===== src/sv/vector_image_stream_decoder_top_assert.svh =====
// Assertion macros shared by the decoder RTL
`ifndef VECTOR_IMAGE_STREAM_DECODER_TOP_ASSERT_SVH
`define VECTOR_IMAGE_STREAM_DECODER_TOP_ASSERT_SVH
`ifndef SYNTHESIS
`define VIS_ASSERT(lbl, clk, rst_n, prop, msg) \
  lbl: assert property (@(posedge clk) disable iff (!rst_n) prop) else $error(msg);
`define VIS_ASSERT_NEXT(lbl, clk, rst_n, ante, cons, msg) \
  lbl: assert property (@(posedge clk) disable iff (!rst_n) (ante) |=> (cons)) \
    else $error(msg);
`else
`define VIS_ASSERT(lbl, clk, rst_n, prop, msg)
`define VIS_ASSERT_NEXT(lbl, clk, rst_n, ante, cons, msg)
`endif
`endif


===== src/sv/vis_pkg.sv =====
// Types, constants and helper functions of the vector image stream decoder
`default_nettype none
package vis_pkg;

  localparam int QUEUE_DEPTH = 4;
  localparam logic [3:0] SCALE_RESET = 4'd5;
  localparam int CFG_ADDR_W = 3;
  localparam int CFG_DATA_W = 32;

  typedef enum logic [3:0] {
    PH_BG_LO,
    PH_BG_HI,
    PH_NCOL,
    PH_COL_LO,
    PH_COL_HI,
    PH_COUNT,
    PH_ITEMS
  } vis_phase_t;

  typedef enum logic [2:0] {
    KIND_BG,
    KIND_RECT,
    KIND_VLINE,
    KIND_HLINE,
    KIND_PIXEL,
    KIND_END
  } vis_kind_t;

  typedef enum logic [1:0] {
    LIST_RECT,
    LIST_VLINE,
    LIST_HLINE,
    LIST_PIXEL
  } vis_list_t;

  typedef struct packed {
    vis_kind_t        kind;
    logic [15:0]      color;
    logic [3:0][7:0]  bytes;
    logic             end_after;
  } vis_cmd_t;

  function automatic logic [2:0] item_len(vis_list_t k);
    logic [2:0] len;
    unique case (k)
      LIST_RECT:  len = 3'd4;
      LIST_VLINE: len = 3'd3;
      LIST_HLINE: len = 3'd3;
      LIST_PIXEL: len = 3'd2;
      default:    len = 3'd2;
    endcase
    return len;
  endfunction

  function automatic vis_kind_t list_kind(vis_list_t k);
    vis_kind_t kind;
    unique case (k)
      LIST_RECT:  kind = KIND_RECT;
      LIST_VLINE: kind = KIND_VLINE;
      LIST_HLINE: kind = KIND_HLINE;
      LIST_PIXEL: kind = KIND_PIXEL;
      default:    kind = KIND_PIXEL;
    endcase
    return kind;
  endfunction

  function automatic logic [3:0] eff_scale(logic [3:0] s);
    logic [3:0] e;
    priority if (s == 4'd0) e = 4'd1;
    else if (s > 4'd8) e = 4'd8;
    else e = s;
    return e;
  endfunction

endpackage
`default_nettype wire


===== src/sv/vector_image_stream_decoder_top.sv =====
// Top level of the vector image stream decoder
//
// Input: one stream byte per transaction on in_data_byte, taken when push is
// high and full is low. The parser takes a byte in every cycle as long as its
// command queue has room, so the sustained rate is one byte per cycle.
// Output: one draw command per transaction, shown while empty is low and taken
// when pop is high. A command passes from the parser through the command queue
// into the result register before it is shown. A byte that ends the last
// list of an image yields its primitive, if any, and then the end marker;
// last marks the final command of a byte. The result register and the
// command generator deliver one command per cycle while pop takes each one;
// the single result register drains only through pop.
// When the receiver stalls, the result holds, the queue fills, and full rises
// once the queue is full; bytes that cause no command still need room to be
// taken. Configuration: scale_factor at byte address 0 over the APB-style
// port; the user must write it only while the block is idle, which the block
// does not enforce. Reset returns the parser to the background color,
// empties the queue and loads scale_factor with 5.
`default_nettype none
module vector_image_stream_decoder_top #(
  parameter int QUEUE_DEPTH = vis_pkg::QUEUE_DEPTH
) (
  input  wire logic                            clk,
  input  wire logic                            rst_n,
  input  wire logic                            push,
  output logic                                 full,
  input  wire logic [7:0]                      in_data_byte,
  output logic                                 empty,
  input  wire logic                            pop,
  output logic [2:0]                           out_command_kind,
  output logic [15:0]                          out_fill_color,
  output logic [10:0]                          out_pos_x,
  output logic [10:0]                          out_pos_y,
  output logic [10:0]                          out_size_w,
  output logic [10:0]                          out_size_h,
  output logic                                 out_last,
  input  wire logic                            psel,
  input  wire logic                            penable,
  input  wire logic                            pwrite,
  input  wire logic [vis_pkg::CFG_ADDR_W-1:0]  paddr,
  input  wire logic [vis_pkg::CFG_DATA_W-1:0]  pwdata,
  output logic [vis_pkg::CFG_DATA_W-1:0]       prdata,
  output logic                                 pready
);

  logic [3:0]        scale_r, scale_nxt;
  logic              accept;
  logic              cmd_valid;
  vis_pkg::vis_cmd_t cmd;
  vis_pkg::vis_cmd_t q_cmd;
  logic              q_empty;
  logic              q_pop;
  logic              cfg_hit;

  assign pready  = 1'b1;
  assign cfg_hit = (paddr[vis_pkg::CFG_ADDR_W-1] == 1'b0);

  always_ff @(posedge clk) begin
    if (!rst_n) begin
      scale_r <= vis_pkg::SCALE_RESET;
    end else begin
      scale_r <= scale_nxt;
    end
  end

  always_comb begin
    scale_nxt = scale_r;
    if (psel && penable && pwrite && pready && cfg_hit) begin
      scale_nxt = pwdata[3:0];
    end
  end

  assign prdata = cfg_hit ? {{(vis_pkg::CFG_DATA_W - 4){1'b0}}, scale_r} : '0;
  assign accept = push && !full;

  vis_front u_front (
    .clk         (clk),
    .rst_n       (rst_n),
    .accept_i    (accept),
    .byte_i      (in_data_byte),
    .cmd_valid_o (cmd_valid),
    .cmd_o       (cmd)
  );

  vis_queue #(
    .DEPTH (QUEUE_DEPTH)
  ) u_queue (
    .clk     (clk),
    .rst_n   (rst_n),
    .push_i  (cmd_valid),
    .data_i  (cmd),
    .full_o  (full),
    .pop_i   (q_pop),
    .data_o  (q_cmd),
    .empty_o (q_empty)
  );

  vis_back u_back (
    .clk            (clk),
    .rst_n          (rst_n),
    .scale_i        (vis_pkg::eff_scale(scale_r)),
    .q_cmd_i        (q_cmd),
    .q_empty_i      (q_empty),
    .q_pop_o        (q_pop),
    .empty_o        (empty),
    .pop_i          (pop),
    .command_kind_o (out_command_kind),
    .fill_color_o   (out_fill_color),
    .pos_x_o        (out_pos_x),
    .pos_y_o        (out_pos_y),
    .size_w_o       (out_size_w),
    .size_h_o       (out_size_h),
    .last_o         (out_last)
  );

endmodule
`default_nettype wire


===== src/sv/vis_front.sv =====
// Byte parser: tracks the stream layout and classifies each byte into commands
`default_nettype none
module vis_front (
  input  wire logic             clk,
  input  wire logic             rst_n,
  input  wire logic             accept_i,
  input  wire logic [7:0]       byte_i,
  output logic                  cmd_valid_o,
  output vis_pkg::vis_cmd_t     cmd_o
);
  `include "vector_image_stream_decoder_top_assert.svh"

  vis_pkg::vis_phase_t phase_r, phase_nxt;
  vis_pkg::vis_list_t  list_r, list_nxt;
  logic [1:0]          pos_r, pos_nxt;
  logic [7:0]          colors_r, colors_nxt;
  logic [15:0]         items_r, items_nxt;
  logic [15:0]         color_r, color_nxt;
  logic [3:0][7:0]     field_r, field_nxt;
  logic [3:0][7:0]     fb;
  logic                list_done;
  logic                end_flag;

  always_ff @(posedge clk) begin
    if (!rst_n) begin
      phase_r  <= vis_pkg::PH_BG_LO;
      list_r   <= vis_pkg::LIST_RECT;
      pos_r    <= 2'd0;
      colors_r <= 8'd0;
      items_r  <= 16'd0;
      color_r  <= 16'd0;
    end else begin
      phase_r  <= phase_nxt;
      list_r   <= list_nxt;
      pos_r    <= pos_nxt;
      colors_r <= colors_nxt;
      items_r  <= items_nxt;
      color_r  <= color_nxt;
    end
    field_r <= field_nxt;
  end

  always_comb begin
    for (int i = 0; i < 4; i++) begin
      fb[i] = (pos_r == 2'(i)) ? byte_i : field_r[i];
    end
  end

  always_comb begin
    phase_nxt   = phase_r;
    list_nxt    = list_r;
    pos_nxt     = pos_r;
    colors_nxt  = colors_r;
    items_nxt   = items_r;
    color_nxt   = color_r;
    field_nxt   = field_r;
    list_done   = 1'b0;
    end_flag    = 1'b0;
    cmd_valid_o = 1'b0;
    cmd_o       = '0;
    if (accept_i) begin
      unique case (phase_r)
        vis_pkg::PH_BG_HI: begin
          color_nxt   = {byte_i, color_r[7:0]};
          phase_nxt   = vis_pkg::PH_NCOL;
          cmd_valid_o = 1'b1;
          cmd_o.kind  = vis_pkg::KIND_BG;
          cmd_o.color = {byte_i, color_r[7:0]};
        end
        vis_pkg::PH_NCOL: begin
          colors_nxt = byte_i;
          if (byte_i == 8'd0) begin
            phase_nxt = vis_pkg::PH_BG_LO;
            end_flag  = 1'b1;
          end else begin
            phase_nxt = vis_pkg::PH_COL_LO;
          end
        end
        vis_pkg::PH_COL_LO: begin
          color_nxt = {8'h00, byte_i};
          phase_nxt = vis_pkg::PH_COL_HI;
        end
        vis_pkg::PH_COL_HI: begin
          color_nxt = {byte_i, color_r[7:0]};
          phase_nxt = vis_pkg::PH_COUNT;
          list_nxt  = vis_pkg::LIST_RECT;
          pos_nxt   = 2'd0;
        end
        vis_pkg::PH_COUNT: begin
          if (pos_r == 2'd0) begin
            items_nxt = {8'h00, byte_i};
            pos_nxt   = 2'd1;
          end else begin
            items_nxt = {byte_i, items_r[7:0]};
            pos_nxt   = 2'd0;
            if ({byte_i, items_r[7:0]} != 16'd0) begin
              phase_nxt = vis_pkg::PH_ITEMS;
            end else begin
              list_done = 1'b1;
            end
          end
        end
        vis_pkg::PH_ITEMS: begin
          field_nxt[pos_r] = byte_i;
          if (({1'b0, pos_r} + 3'd1) < vis_pkg::item_len(list_r)) begin
            pos_nxt = pos_r + 2'd1;
          end else begin
            pos_nxt     = 2'd0;
            cmd_valid_o = 1'b1;
            cmd_o.kind  = vis_pkg::list_kind(list_r);
            cmd_o.color = color_r;
            cmd_o.bytes = fb;
            items_nxt   = items_r - 16'd1;
            if (items_r == 16'd1) begin
              list_done = 1'b1;
            end
          end
        end
        default: begin
          color_nxt = {8'h00, byte_i};
          phase_nxt = vis_pkg::PH_BG_HI;
          pos_nxt   = 2'd0;
        end
      endcase

      if (list_done) begin
        pos_nxt = 2'd0;
        if (list_r != vis_pkg::LIST_PIXEL) begin
          list_nxt  = vis_pkg::vis_list_t'(list_r + 2'd1);
          phase_nxt = vis_pkg::PH_COUNT;
        end else begin
          colors_nxt = colors_r - 8'd1;
          if (colors_r == 8'd1) begin
            phase_nxt = vis_pkg::PH_BG_LO;
            end_flag  = 1'b1;
          end else begin
            phase_nxt = vis_pkg::PH_COL_LO;
          end
        end
      end

      if (end_flag) begin
        if (cmd_valid_o) begin
          cmd_o.end_after = 1'b1;
        end else begin
          cmd_valid_o = 1'b1;
          cmd_o.kind  = vis_pkg::KIND_END;
        end
      end
    end
  end

  `VIS_ASSERT(a_items_nonzero, clk, rst_n, (phase_r == vis_pkg::PH_ITEMS) |-> (items_r != 16'd0), "item phase with empty list")

endmodule
`default_nettype wire


===== src/sv/vis_queue.sv =====
// Command queue between the parser and the command generator
`default_nettype none
module vis_queue #(
  parameter int DEPTH = vis_pkg::QUEUE_DEPTH
) (
  input  wire logic              clk,
  input  wire logic              rst_n,
  input  wire logic              push_i,
  input  wire vis_pkg::vis_cmd_t data_i,
  output logic                   full_o,
  input  wire logic              pop_i,
  output vis_pkg::vis_cmd_t      data_o,
  output logic                   empty_o
);
  `include "vector_image_stream_decoder_top_assert.svh"

  localparam int PTR_W = $clog2(DEPTH);
  localparam int CNT_W = $clog2(DEPTH + 1);

  vis_pkg::vis_cmd_t mem_r [DEPTH];
  logic [PTR_W-1:0]  wr_ptr_r, wr_ptr_nxt;
  logic [PTR_W-1:0]  rd_ptr_r, rd_ptr_nxt;
  logic [CNT_W-1:0]  count_r, count_nxt;

  always_ff @(posedge clk) begin
    if (!rst_n) begin
      wr_ptr_r <= '0;
      rd_ptr_r <= '0;
      count_r  <= '0;
    end else begin
      wr_ptr_r <= wr_ptr_nxt;
      rd_ptr_r <= rd_ptr_nxt;
      count_r  <= count_nxt;
    end
    if (push_i) begin
      mem_r[wr_ptr_r] <= data_i;
    end
  end

  always_comb begin
    wr_ptr_nxt = wr_ptr_r;
    rd_ptr_nxt = rd_ptr_r;
    count_nxt  = count_r;
    if (push_i) begin
      wr_ptr_nxt = (wr_ptr_r == PTR_W'(DEPTH - 1)) ? '0 : wr_ptr_r + PTR_W'(1);
    end
    if (pop_i) begin
      rd_ptr_nxt = (rd_ptr_r == PTR_W'(DEPTH - 1)) ? '0 : rd_ptr_r + PTR_W'(1);
    end
    unique case ({push_i, pop_i})
      2'b10:   count_nxt = count_r + CNT_W'(1);
      2'b01:   count_nxt = count_r - CNT_W'(1);
      default: count_nxt = count_r;
    endcase
  end

  assign data_o  = mem_r[rd_ptr_r];
  assign empty_o = (count_r == '0);
  assign full_o  = (count_r == CNT_W'(DEPTH));

  `VIS_ASSERT(a_no_underflow, clk, rst_n, pop_i |-> (count_r != '0), "pop from empty queue")
  `VIS_ASSERT(a_no_overflow, clk, rst_n, push_i |-> (count_r != CNT_W'(DEPTH)), "push to full queue")

endmodule
`default_nettype wire


===== src/sv/vis_back.sv =====
// Command generator: scales queued commands and holds the result register
`default_nettype none
module vis_back (
  input  wire logic              clk,
  input  wire logic              rst_n,
  input  wire logic [3:0]        scale_i,
  input  wire vis_pkg::vis_cmd_t q_cmd_i,
  input  wire logic              q_empty_i,
  output logic                   q_pop_o,
  output logic                   empty_o,
  input  wire logic              pop_i,
  output logic [2:0]             command_kind_o,
  output logic [15:0]            fill_color_o,
  output logic [10:0]            pos_x_o,
  output logic [10:0]            pos_y_o,
  output logic [10:0]            size_w_o,
  output logic [10:0]            size_h_o,
  output logic                   last_o
);
  `include "vector_image_stream_decoder_top_assert.svh"

  logic                 valid_r, valid_nxt;
  logic                 pend_end_r, pend_end_nxt;
  vis_pkg::vis_kind_t   kind_r, kind_nxt;
  logic [15:0]          color_r, color_nxt;
  logic [10:0]          x_r, x_nxt;
  logic [10:0]          y_r, y_nxt;
  logic [10:0]          w_r, w_nxt;
  logic [10:0]          h_r, h_nxt;
  logic                 last_r, last_nxt;
  logic [11:0]          prod [4];
  logic [10:0]          s_ext;
  logic                 load;

  always_ff @(posedge clk) begin
    if (!rst_n) begin
      valid_r    <= 1'b0;
      pend_end_r <= 1'b0;
    end else begin
      valid_r    <= valid_nxt;
      pend_end_r <= pend_end_nxt;
    end
    kind_r  <= kind_nxt;
    color_r <= color_nxt;
    x_r     <= x_nxt;
    y_r     <= y_nxt;
    w_r     <= w_nxt;
    h_r     <= h_nxt;
    last_r  <= last_nxt;
  end

  always_comb begin
    for (int i = 0; i < 4; i++) begin
      prod[i] = {4'd0, q_cmd_i.bytes[i]} * {8'd0, scale_i};
    end
  end

  assign s_ext = {7'd0, scale_i};
  assign load  = !valid_r || pop_i;

  always_comb begin
    valid_nxt    = valid_r;
    pend_end_nxt = pend_end_r;
    kind_nxt     = kind_r;
    color_nxt    = color_r;
    x_nxt        = x_r;
    y_nxt        = y_r;
    w_nxt        = w_r;
    h_nxt        = h_r;
    last_nxt     = last_r;
    q_pop_o      = 1'b0;
    if (load) begin
      priority if (pend_end_r) begin
        valid_nxt    = 1'b1;
        pend_end_nxt = 1'b0;
        kind_nxt     = vis_pkg::KIND_END;
        color_nxt    = 16'd0;
        x_nxt        = 11'd0;
        y_nxt        = 11'd0;
        w_nxt        = 11'd0;
        h_nxt        = 11'd0;
        last_nxt     = 1'b1;
      end else if (!q_empty_i) begin
        q_pop_o      = 1'b1;
        valid_nxt    = 1'b1;
        pend_end_nxt = q_cmd_i.end_after;
        kind_nxt     = q_cmd_i.kind;
        color_nxt    = q_cmd_i.color;
        x_nxt        = prod[0][10:0];
        y_nxt        = prod[1][10:0];
        last_nxt     = !q_cmd_i.end_after;
        unique case (q_cmd_i.kind)
          vis_pkg::KIND_RECT: begin
            w_nxt = prod[2][10:0];
            h_nxt = prod[3][10:0];
          end
          vis_pkg::KIND_VLINE: begin
            w_nxt = s_ext;
            h_nxt = prod[2][10:0];
          end
          vis_pkg::KIND_HLINE: begin
            w_nxt = prod[2][10:0];
            h_nxt = s_ext;
          end
          vis_pkg::KIND_PIXEL: begin
            w_nxt = s_ext;
            h_nxt = s_ext;
          end
          default: begin
            w_nxt = 11'd0;
            h_nxt = 11'd0;
          end
        endcase
      end else begin
        valid_nxt = 1'b0;
      end
    end
  end

  assign empty_o        = !valid_r;
  assign command_kind_o = kind_r;
  assign fill_color_o   = color_r;
  assign pos_x_o        = x_r;
  assign pos_y_o        = y_r;
  assign size_w_o       = w_r;
  assign size_h_o       = h_r;
  assign last_o         = last_r;

  `VIS_ASSERT(a_pend_shown, clk, rst_n, pend_end_r |-> valid_r, "end marker pending without a shown result")
  `VIS_ASSERT_NEXT(a_end_follows, clk, rst_n, valid_r && !last_r && pop_i, valid_r && (kind_r == vis_pkg::KIND_END) && last_r, "end marker did not follow")

endmodule
`default_nettype wire

===== config.mk =====
export PLATFORM = sky130hd
export DESIGN_NAME = vector_image_stream_decoder_top
export DESIGN_NICKNAME = d
export VERILOG_FILES = /design/src/sv/vis_pkg.sv /design/src/sv/vector_image_stream_decoder_top.sv /design/src/sv/vis_front.sv /design/src/sv/vis_queue.sv /design/src/sv/vis_back.sv
export VERILOG_INCLUDE_DIRS = /design/src /design/src/sv
export SDC_FILE = /design/constraint.sdc
export NUM_CORES = 1
export LEC_CHECK = 0
export BUFFER_PORTS_ARGS = -buffer_cell sky130_fd_sc_hd__buf_4
export CORE_ASPECT_RATIO = 2
export CORE_MARGIN = 4
export CORE_UTILIZATION = 50
export DETAILED_ROUTE_END_ITERATION = 10
export GPL_ROUTABILITY_DRIVEN = 0
export PLACE_DENSITY = 0.77
export SLEW_MARGIN = 20
export SYNTH_ARGS = -nofsm -noshare
export SYNTH_HDL_FRONTEND = slang
export SYNTH_HIERARCHICAL = 1
export SYNTH_SLANG_ARGS = --single-unit

===== constraint.sdc =====
create_clock -name clk -period 7.28 [get_ports clk]
set_clock_uncertainty 0.15 [all_clocks]
set_input_delay 0 -clock clk [delete_from_list [all_inputs] [get_ports clk]]
set_output_delay 0 -clock clk [all_outputs]
set_load 0.005 [all_outputs]

; Yosys cells after proc, flatten, opt, wreduce, memory -nomap -nowiden
; Memories as Yosys holds them, arrays and structs flattened. A register that Yosys moved wholly into a read port is not among the register bits.
; Index checks and enable logic that the tools add are counted.
[word_totals]
latchBits = 0
mem_bits_ro = 0
wordCells = 191
register_bits = 157
n_memories = 1
in_bits = 50
output_inout_bits = 99
ramBits = 208
[op_classes]
multipliers = 4
mux = 82
eq_ne = 31
order_cmp = 4
reduce_logical = 32
shifts = 0
div_mod_pow = 0
addsub = 9
bitwise = 3
[memory_table]
columns = name, words, width, rd, rd_ports_with_merged_regs, write_ports, line
row1 = u_queue.mem_r, 4, 52, 1, 1, 1, vis_queue.sv:20  ; vis_pkg::vis_cmd_t mem_r [DEPTH];
[ops]
columns = cell, n
row1 = 8-bit 2-to-1 mux, 8
row2 = 16-bit one-hot mux with 2 select lines, 2
row3 = 52-bit 2-to-1 mux, 1
row4 = 51-bit 2-to-1 mux, 1
row5 = 16-bit 2-to-1 mux, 3
row6 = 8-bit by 4-bit multiplier with 11-bit output, 4
row7 = 11-bit 2-to-1 mux, 4
row8 = 19-bit one-hot mux with 2 select lines, 1
row9 = 11-bit one-hot mux with 3 select lines, 1
row10 = 32-bit bitwise mux, 1
row11 = 32-bit 2-to-1 mux, 1
row12 = 4-bit 2-to-1 mux, 7
row13 = 1-bit 2-to-1 mux, 27
row14 = 4-bit one-hot mux with 6 select lines, 1
row15 = 2-bit 2-to-1 mux, 11
row16 = 11-bit one-hot mux with 2 select lines, 1
row17 = 8-bit demux with 2-bit select, 1
row18 = "16-bit by 1-bit == test with 1-bit output, second input constant", 1
row19 = 16-bit nonzero test, 1
row20 = "16-bit by 1-bit subtractor with 16-bit output, second input constant", 1
row21 = 3-bit 2-to-1 mux, 5
row22 = "2-bit == test, second input constant", 7
row23 = "4-bit by 3-bit == test with 1-bit output, second input constant", 3
row24 = 3-bit one-hot mux with 4 select lines, 1
row25 = 38 further kinds, 71

; Logic depth before layout (Yosys ltp)
; Gate-level depths: netlist (run 1).
[logic_depth]
depth_word = 15
mapped_depth = 17
ltp_nobuf = 17

; Cells and area by module
; Netlist (run 1), hierarchy kept.
[by_module_without_submodules]
columns = module, cells_each, seq_area_each_um2, area_each_um2, instances
row1 = vis_queue, 319, 6426.2, 8029.0, 1
row2 = vis_back, 622, 1961.9, 6129.6, 1
row3 = vis_front, 532, 1901.8, 4700.8, 1
row4 = vector_image_stream_decoder_top, 59, 80.1, 478.0, 1

; Worst setup path before layout (run 1)
; OpenSTA, ideal clock, no wires.
[synth_path]
kind = register -> register
startpoint = register u_back.pend_end_r
endpoint = register u_back.kind_r[0], in the netlist u_back/command_kind_o[0] (enable)
required_time_ps = 6623
path_stages_with_launch = 3
n_path_buf = 0
period_less_slack_ps = 4262
setup_time_ps = 507
slack_ps = 3018
t_arrival_ps = 3605
cell_sequence = dfxtp_1 -> clkinv_1 -> a21oi_1
[synth_between]
elab_chain_len = 2
[synth_rtl]
columns = item, line
row1 = "start, declared", vis_back.sv:23  ; logic pend_end_r, pend_end_nxt;
row2 = "start signal, assigned", vis_back.sv:41  ; pend_end_r <= pend_end_nxt;
row3 = 2-bit != test (no source line), -
row4 = 2-bit AND reduction (no source line), -
row5 = "end signal, assigned", vis_back.sv:43  ; kind_r <= kind_nxt;
row6 = "end, declared", vis_back.sv:24  ; vis_pkg::vis_kind_t kind_r, kind_nxt;
; No other way between the ends.
; A chain may end at the register's enable or synchronous reset.

==> results of run 1 <==
[synth_stat cells, drive strengths merged, types with 6 or more instances]
master | number | area share (%)
a211oi | 6 | 0.23
a21o | 9 | 0.36
a21oi | 47 | 1.2
a221oi | 7 | 0.32
a22oi | 22 | 0.85
a31oi | 10 | 0.36
and2 | 83 | 2.7
and2b | 7 | 0.30
and3 | 10 | 0.32
buf | 54 | 2.3
clkbuf | 47 | 0.96
dfxtp | 62 | 6.4
edfxtp | 304 | 47
fa | 49 | 5.1
ha | 79 | 5.1
inv | 105 | 2.0
mux2i | 51 | 2.6
mux4 | 52 | 6.1
nand2 | 97 | 1.9
nand2b | 12 | 0.43
nand3 | 17 | 0.44
nand4 | 11 | 0.36
nor2 | 129 | 2.5
nor2b | 55 | 1.8
nor3 | 21 | 0.54
nor4 | 6 | 0.38
o21a | 8 | 0.31
o21ai | 44 | 1.1
o21bai | 8 | 0.31
o32ai | 7 | 0.45
or3 | 8 | 0.26
xnor2 | 19 | 0.86
xor2 | 15 | 0.68
[cells by family (layout without fill, tap and decap cells)]
kind of cell / Yosys count / after routing / share of synthesized area, %
flip-flops: 366 / 366 / 53.6
other: 2 / 29 / 0.0388
AO/OA/AOI/OAI: 213 / 213 / 7.68
adder cells (fa/ha/maj): 128 / 128 / 10.2
buffers and inverters: 209 / 291 / 5.31
XOR/XNOR: 34 / 34 / 1.54
AND/OR/NAND/NOR: 475 / 475 / 12.8
multiplexers: 105 / 105 / 8.85
[flip-flops by register name, summed over array words and instances, names as in the netlist, 3 cells and up, named ones only]
register and flops:
u_queue/mem_r 208, u_front/colors_r 8, u_back/size_w_o 11, u_back/fill_color_o 16, u_queue/count_r 3, scale_r 4
u_back/pos_y_o 11, u_front/phase_r 3, u_back/command_kind_o 3, u_back/pos_x_o 11, u_front/color_r 16, u_back/size_h_o 11
u_front/items_r 16, u_front/field_r 32
[layout make-up]
cell class | instances | area share [%]
inverter | 108 | 1.88
multi-input combinational | 984 | 37.6
sequential | 366 | 48.2
tap | 515 | 3.00
clock inverter | 18 | 0.983
timing repair buffer | 130 | 4.82
clock buffer | 35 | 3.52
[layout by cell type, fill, tap and decap left out, types with 17 or more instances in the layout]
cell	Yosys	layout
mux4_2	50	50
dfxtp_1	62	60
nor2_1	128	127
inv_1	105	105
nor2b_1	54	51
a22oi_1	22	22
edfxtp_1	304	304
nand3_1	17	17
and2_1	83	79
clkbuf_16	0	29
a21oi_1	47	46
dlygate4sd3_1	0	24
mux2i_1	51	51
ha_1	79	79
nand2_1	94	94
xnor2_1	19	19
conb_1	2	29
fa_1	49	49
buf_4	30	106
nor3_1	21	19
o21ai_0	43	43
[report_power, final]
group          switching [mW]  total [mW]  internal [mW]
logic                    1.48        2.72           1.24
registers               0.150        2.83           2.68
clock network           0.720        1.61          0.892
total                    2.35        7.16           4.81
[through the flow]
stage / total power [mW] / hold slack [ps] / instances / utilization, %
after floorplan: 4.85 / -51.1 / 1559 / -
after global placement: 5.49 / 109 / 2079 / 53.2
after detailed placement: 5.59 / 129 / 2079 / 53.2
after CTS: 7.23 / 169 / 2156 / 56.3
after global routing: 7.65 / 205 / 2156 / 56.4
final: 7.16 / 204 / 2156 / 56.4
[layer usage]
metal  vias up  track usage, %  routed length [µm]
met5         -               0                   0
met4         0            9.45                1860
met3       111            2.18                1910
met2       380            37.6               22400
met1      6053            19.3               13800
li1       5624               -                   -
[worst max-delay path: cells and delay by family, from the launching register on]
family	cells	cell delay [ps]
flops	1	840
mux	1	590
compound gates	4	1070
buf+inv	3	520
fa+ha+maj	3	1370
simple gates	1	200
[worst paths after layout]
path,endpoint,slack [ps]
worst max-delay path,u_back/pos_x_o[9],2270
worst min-delay path,u_front/field_r[0],200
worst max register to register,u_back/pos_x_o[9],2270
worst min register to register,u_front/color_r[7],350
[timing repair]
| action | CTS | global route |
|---|---|---|
| endpoints found under the hold margin | 253 | 0 |
| gates resized for setup | 0 | 0 |
| endpoints found under the setup margin | 0 | 0 |
| hold buffers | 24 | 0 |
==> run_results.csv, run 1 <==
group,metric,value,unit
route,drt-initial-drc-count,751,
clocking,clockBufferDepth,3,
setup_path,cp_slowest_cell,"dfxtp_4",
pwr,peakVddDrop,0.158,mV
clocking,clockRootBuffer,"clkbuf_16",
setup_path,path_max_fanout,37,
cells_and_area,drive_gt1_share,15.1,%
sta,final.setup.tns,0,ps
outcome,status,"complete, no violations",
synthesis,ys.flop_type,"edfxtp_1",
setup_path,crit_required,7490,ps
sta,max_slew_margin,31.2,%
setup_path,worstRegToRegCells,12,
route,ant_nets,0,
sta,setup_viol,0,
setup_path,worst_ep_arrival_time,5220,ps
synthesis,synth_cell_types,84,
sta,finalHoldViolations,0,
setup_path,path_cells,"buf_4 -> mux4_2 -> and2_1 -> fa_1 -> inv_1 -> fa_1 -> inv_1 -> ha_1 -> o21a_1 -> a2111oi_0 -> o311ai_0 -> o41ai_1",
synthesis,syn_area_per_cell,12.6,µm²
route,finalWirelength,40.0,mm
cells_and_area,fillers,3091,
synthesis,seq_area_frac_synth,53.6,%
setup_path,critPathLaunchType,"register",
min_path,holdPathStages,2,
route,drc,0,
sta,fin_ws,2270,ps
synthesis,synth-async-reset-ratio,0,%
sta,fmax,200,MHz
placement,pre_cts_slack,2190,ps
floorplan,ioPinCount,149,
job,drv_cap,0,
clocking,cts.htree.levels,1,
pwr,p_per_area,333,nW/µm²
cells_and_area,diodes,0,
synthesis,synth_warnings,6,
synthesis,synth_edf_count,304,
sta,min_period_over_period,68.8,%
global_routing,grt_overflow,0,
cells_and_area,fin_nets,1797,
setup_path,cpPeakStageDelay,840,ps
cells_and_area,syn2layout_area_growth,11.2,%
min_path,min_path_type,"in -> reg",
clocking,insertion_delay,570,ps
floorplan,dieArea,42100,µm²
global_routing,grt_usage,19.0,%
floorplan,die-height,286,µm
clocking,cts_tree,"done",
global_routing,first_global_vias,12900,
synthesis,ys_seq_elements,366,
cells_and_area,seqCellArea,10400,µm²
sta,drv_slew,0,
clocking,cts_sinks,366,
route,via_per_inst,5.64,
route,num_vias,12200,
placement,placed_area,20300,µm²
clocking,cts_made_buffers,29,
floorplan,die_w,147,µm
cells_and_area,multi_input_area,8080,µm²
synthesis,syn-cell-area,19300,µm²
sta,min_period,5010,ps
pwr,leakagePower,7.91,nW
sta,rsz0062_at_grt,"no",
route,drt_pass1_iterations,5,
floorplan,core,38200,µm²
synthesis,syn-instance-count,1532,
global_routing,antenna_found_initial,0,
cells_and_area,final_design_area_no_fill,21500,µm²
global_routing,grt_max_degree,65,
placement,port-buffer-count,89,
clocking,post-cts-setup-buffer-count,0,
global_routing,grt_pass1_wl,65.0,mm
min_path,hold_start,"in_data_byte[0]",
setup_path,end_kind,"register",
placement,dp_hpwl,27.5,mm
floorplan,std_cell_rows,101,
clocking,clkSlewWorstSetupHoldPaths,70,ps
setup_path,critical_path_class,"reg -> reg",
route,post_drt_wl_per_cell,18.6,µm
sta,worst_pin_slew,1030,ps
floorplan,start_util,50.7,%
Note: power is estimated with default switching activity, not from simulation.
==> inputs of run 2 (changes only) <==
PLACE_DENSITY = 0.8   (was 0.77)
clock period = 4.46 ns   (was 7.28 ns; I/O delays follow)
==> run_results.csv, run 2 (same netlist as run 1, synthesis figures left out) <==
group,metric,value,unit
cells_and_area,syn2layout_area_growth,12.7,%
route,post_drt_wl_per_cell,18.7,µm
clocking,clockRootBuffer,"clkbuf_16",
setup_path,cpPeakStageDelay,550,ps
route,num_vias,12200,
cells_and_area,final_util,57.1,%
route,drt_pass1_iterations,5,
global_routing,grt_pass1_wl,65.1,mm
min_path,min_path_type,"in -> reg",
cells_and_area,largest_reg_flops,208,
sta,min_period,4330,ps
outcome,status,"complete, no violations",
floorplan,die_w,147,µm
pwr,power_frac_clock,22.8,%
setup_path,worst_ep_arrival_time,4470,ps
setup_path,critPathBufInv,3,
cells_and_area,final_design_area_no_fill,21800,µm²
clocking,cts.htree.levels,1,
job,drv_cap,0,
sta,finalHoldViolations,0,
pwr,p_sw_share,33.0,%
global_routing,antenna_found_initial,0,
global_routing,grt_overflow,0,
sta,max_slew_margin,26.2,%
floorplan,start_util,50.7,%
pwr,leakagePower,8.06,nW
route,via_per_inst,5.58,
route,drt-initial-drc-count,906,
sta,drv_slew,0,
cells_and_area,fin_nets,1819,
floorplan,ioPinCount,149,
placement,placed_area,20500,µm²
placement,dp_hpwl,28.1,mm
clocking,cts_made_buffers,29,
floorplan,std_cell_rows,101,
setup_path,end_kind,"register",
setup_path,path_max_fanout,6,
floorplan,core,38200,µm²
floorplan,dieArea,42100,µm²
clocking,cts_sinks,366,
cells_and_area,diodes,0,
floorplan,die-height,286,µm
sta,min_period_over_period,97.0,%
global_routing,grt_usage,19.1,%
global_routing,first_global_vias,12700,
clocking,cts_tree,"done",
setup_path,path_cells,"buf_12 -> mux4_2 -> and2_1 -> fa_1 -> inv_1 -> fa_1 -> inv_1 -> ha_1 -> nor2b_4 -> o31a_1 -> o41ai_4 -> xnor2_1 -> o32ai_1",
pwr,p_seq_share,38.0,%
global_routing,grt_max_degree,65,
cells_and_area,top_regs,"u_queue/mem_r x208, u_front/field_r x32",
setup_path,critPathTopFamily,"adder cells",
sta,hold_ws,220,ps
sta,fmax,231,MHz
cells_and_area,regMostFlops,"u_queue/mem_r",
clocking,insertion_delay,570,ps
cells_and_area,drive_gt1_share,16.6,%
pwr,p_comb_share,39.2,%
placement,port-buffer-count,89,
pwr,p_per_area,548,nW/µm²
setup_path,critPathLaunchType,"register",
setup_path,critical_path_class,"reg -> reg",
sta,worst_pin_slew,1100,ps
setup_path,cp_slowest_cell,"mux4_2",
sta,setup_viol,0,
pwr,total_power,12.0,mW
cells_and_area,layout_common_cells,"edfxtp_1 (304), nor2_1 (127), buf_4 (123)",
clocking,clkSlewWorstSetupHoldPaths,70,ps
route,ant_nets,0,
route,finalWirelength,40.7,mm
clocking,clockBufferDepth,3,
route,drc,0,
pwr,peakVddDrop,0.349,mV
pwr,intPower,8.01,mW
setup_path,crit_required,4600,ps
cells_and_area,mostFrequentLayoutCell,"edfxtp_1",
pwr,switchingPower,3.94,mW
run 2: stage by stage:
step                setup TNS [ps]  instances  worst slack (ps)
floorplan                        0       1559               198
finish                           0       2179               135
CTS                              0       2175              46.6
global route                 -6.68       2179             -6.68
detailed placement               0       2098              92.3
global placement                 0       2098               131
run 2: path summary, 6_finish.rpt:
| path | from | to | slack, ps | cells after the start |
|---|---|---|---|---|
| worst max-delay path | register | u_back/size_h_o[10] | 130 | 13 |
| worst min-delay path | in_data_byte[4] | u_front/field_r[28] | 220 | 2 |
| worst max register to register | register | u_back/size_h_o[10] | 130 | 13 |
| worst min register to register | u_front/color_r[3] | u_front/color_r[3] | 340 | 2 |
run 2: layout make-up:
| type | instances | area, µm² |
|---|---|---|
| fillers | 2982 | 16400 |
| inverters | 108 | 405 |
| flip-flops and latches | 366 | 10400 |
| repair buffers | 152 | 1260 |
| clock inverters | 24 | 292 |
| multi-input cells | 984 | 8090 |
| well taps | 515 | 644 |
| clock buffers | 30 | 729 |
run 2: power groups by stage:
| stage | logic [mW] | clock network (mW) | registers [mW] |
|---|---|---|---|
| finish | 4.69 | 2.73 | 4.54 |
| global route | 5.23 | 2.91 | 4.59 |
| CTS | 4.64 | 2.78 | 4.55 |
| detailed placement | 4.59 | 0 | 4.63 |
| global placement | 4.46 | 0 | 4.61 |
| floorplan | 3.25 | 0 | 4.66 |
run 2: what timing repair did:
item,CTS,global route
resized for setup,0,7
buffers inserted,0,4
endpoints found under the hold margin,237,0
hold buffers,23,0
endpoints found under the setup margin,0,7
run 2: per-layer routing:
metal  track usage [%]  routed length, µm
met1              19.9              14200
met2              38.0              23100
met3              1.64               1660
met4              8.84               1770
met5                 0                  0
run 2: worst reg2reg max path, cell delays in order (launching register included):
cell and delay (ps):
dfxtp_4 430, buf_12 140, mux4_2 550, and2_1 200, fa_1 540, inv_1 60
fa_1 530, inv_1 40, ha_1 340, nor2b_4 150, o31a_1 290, o41ai_4 330
xnor2_1 180, o32ai_1 120
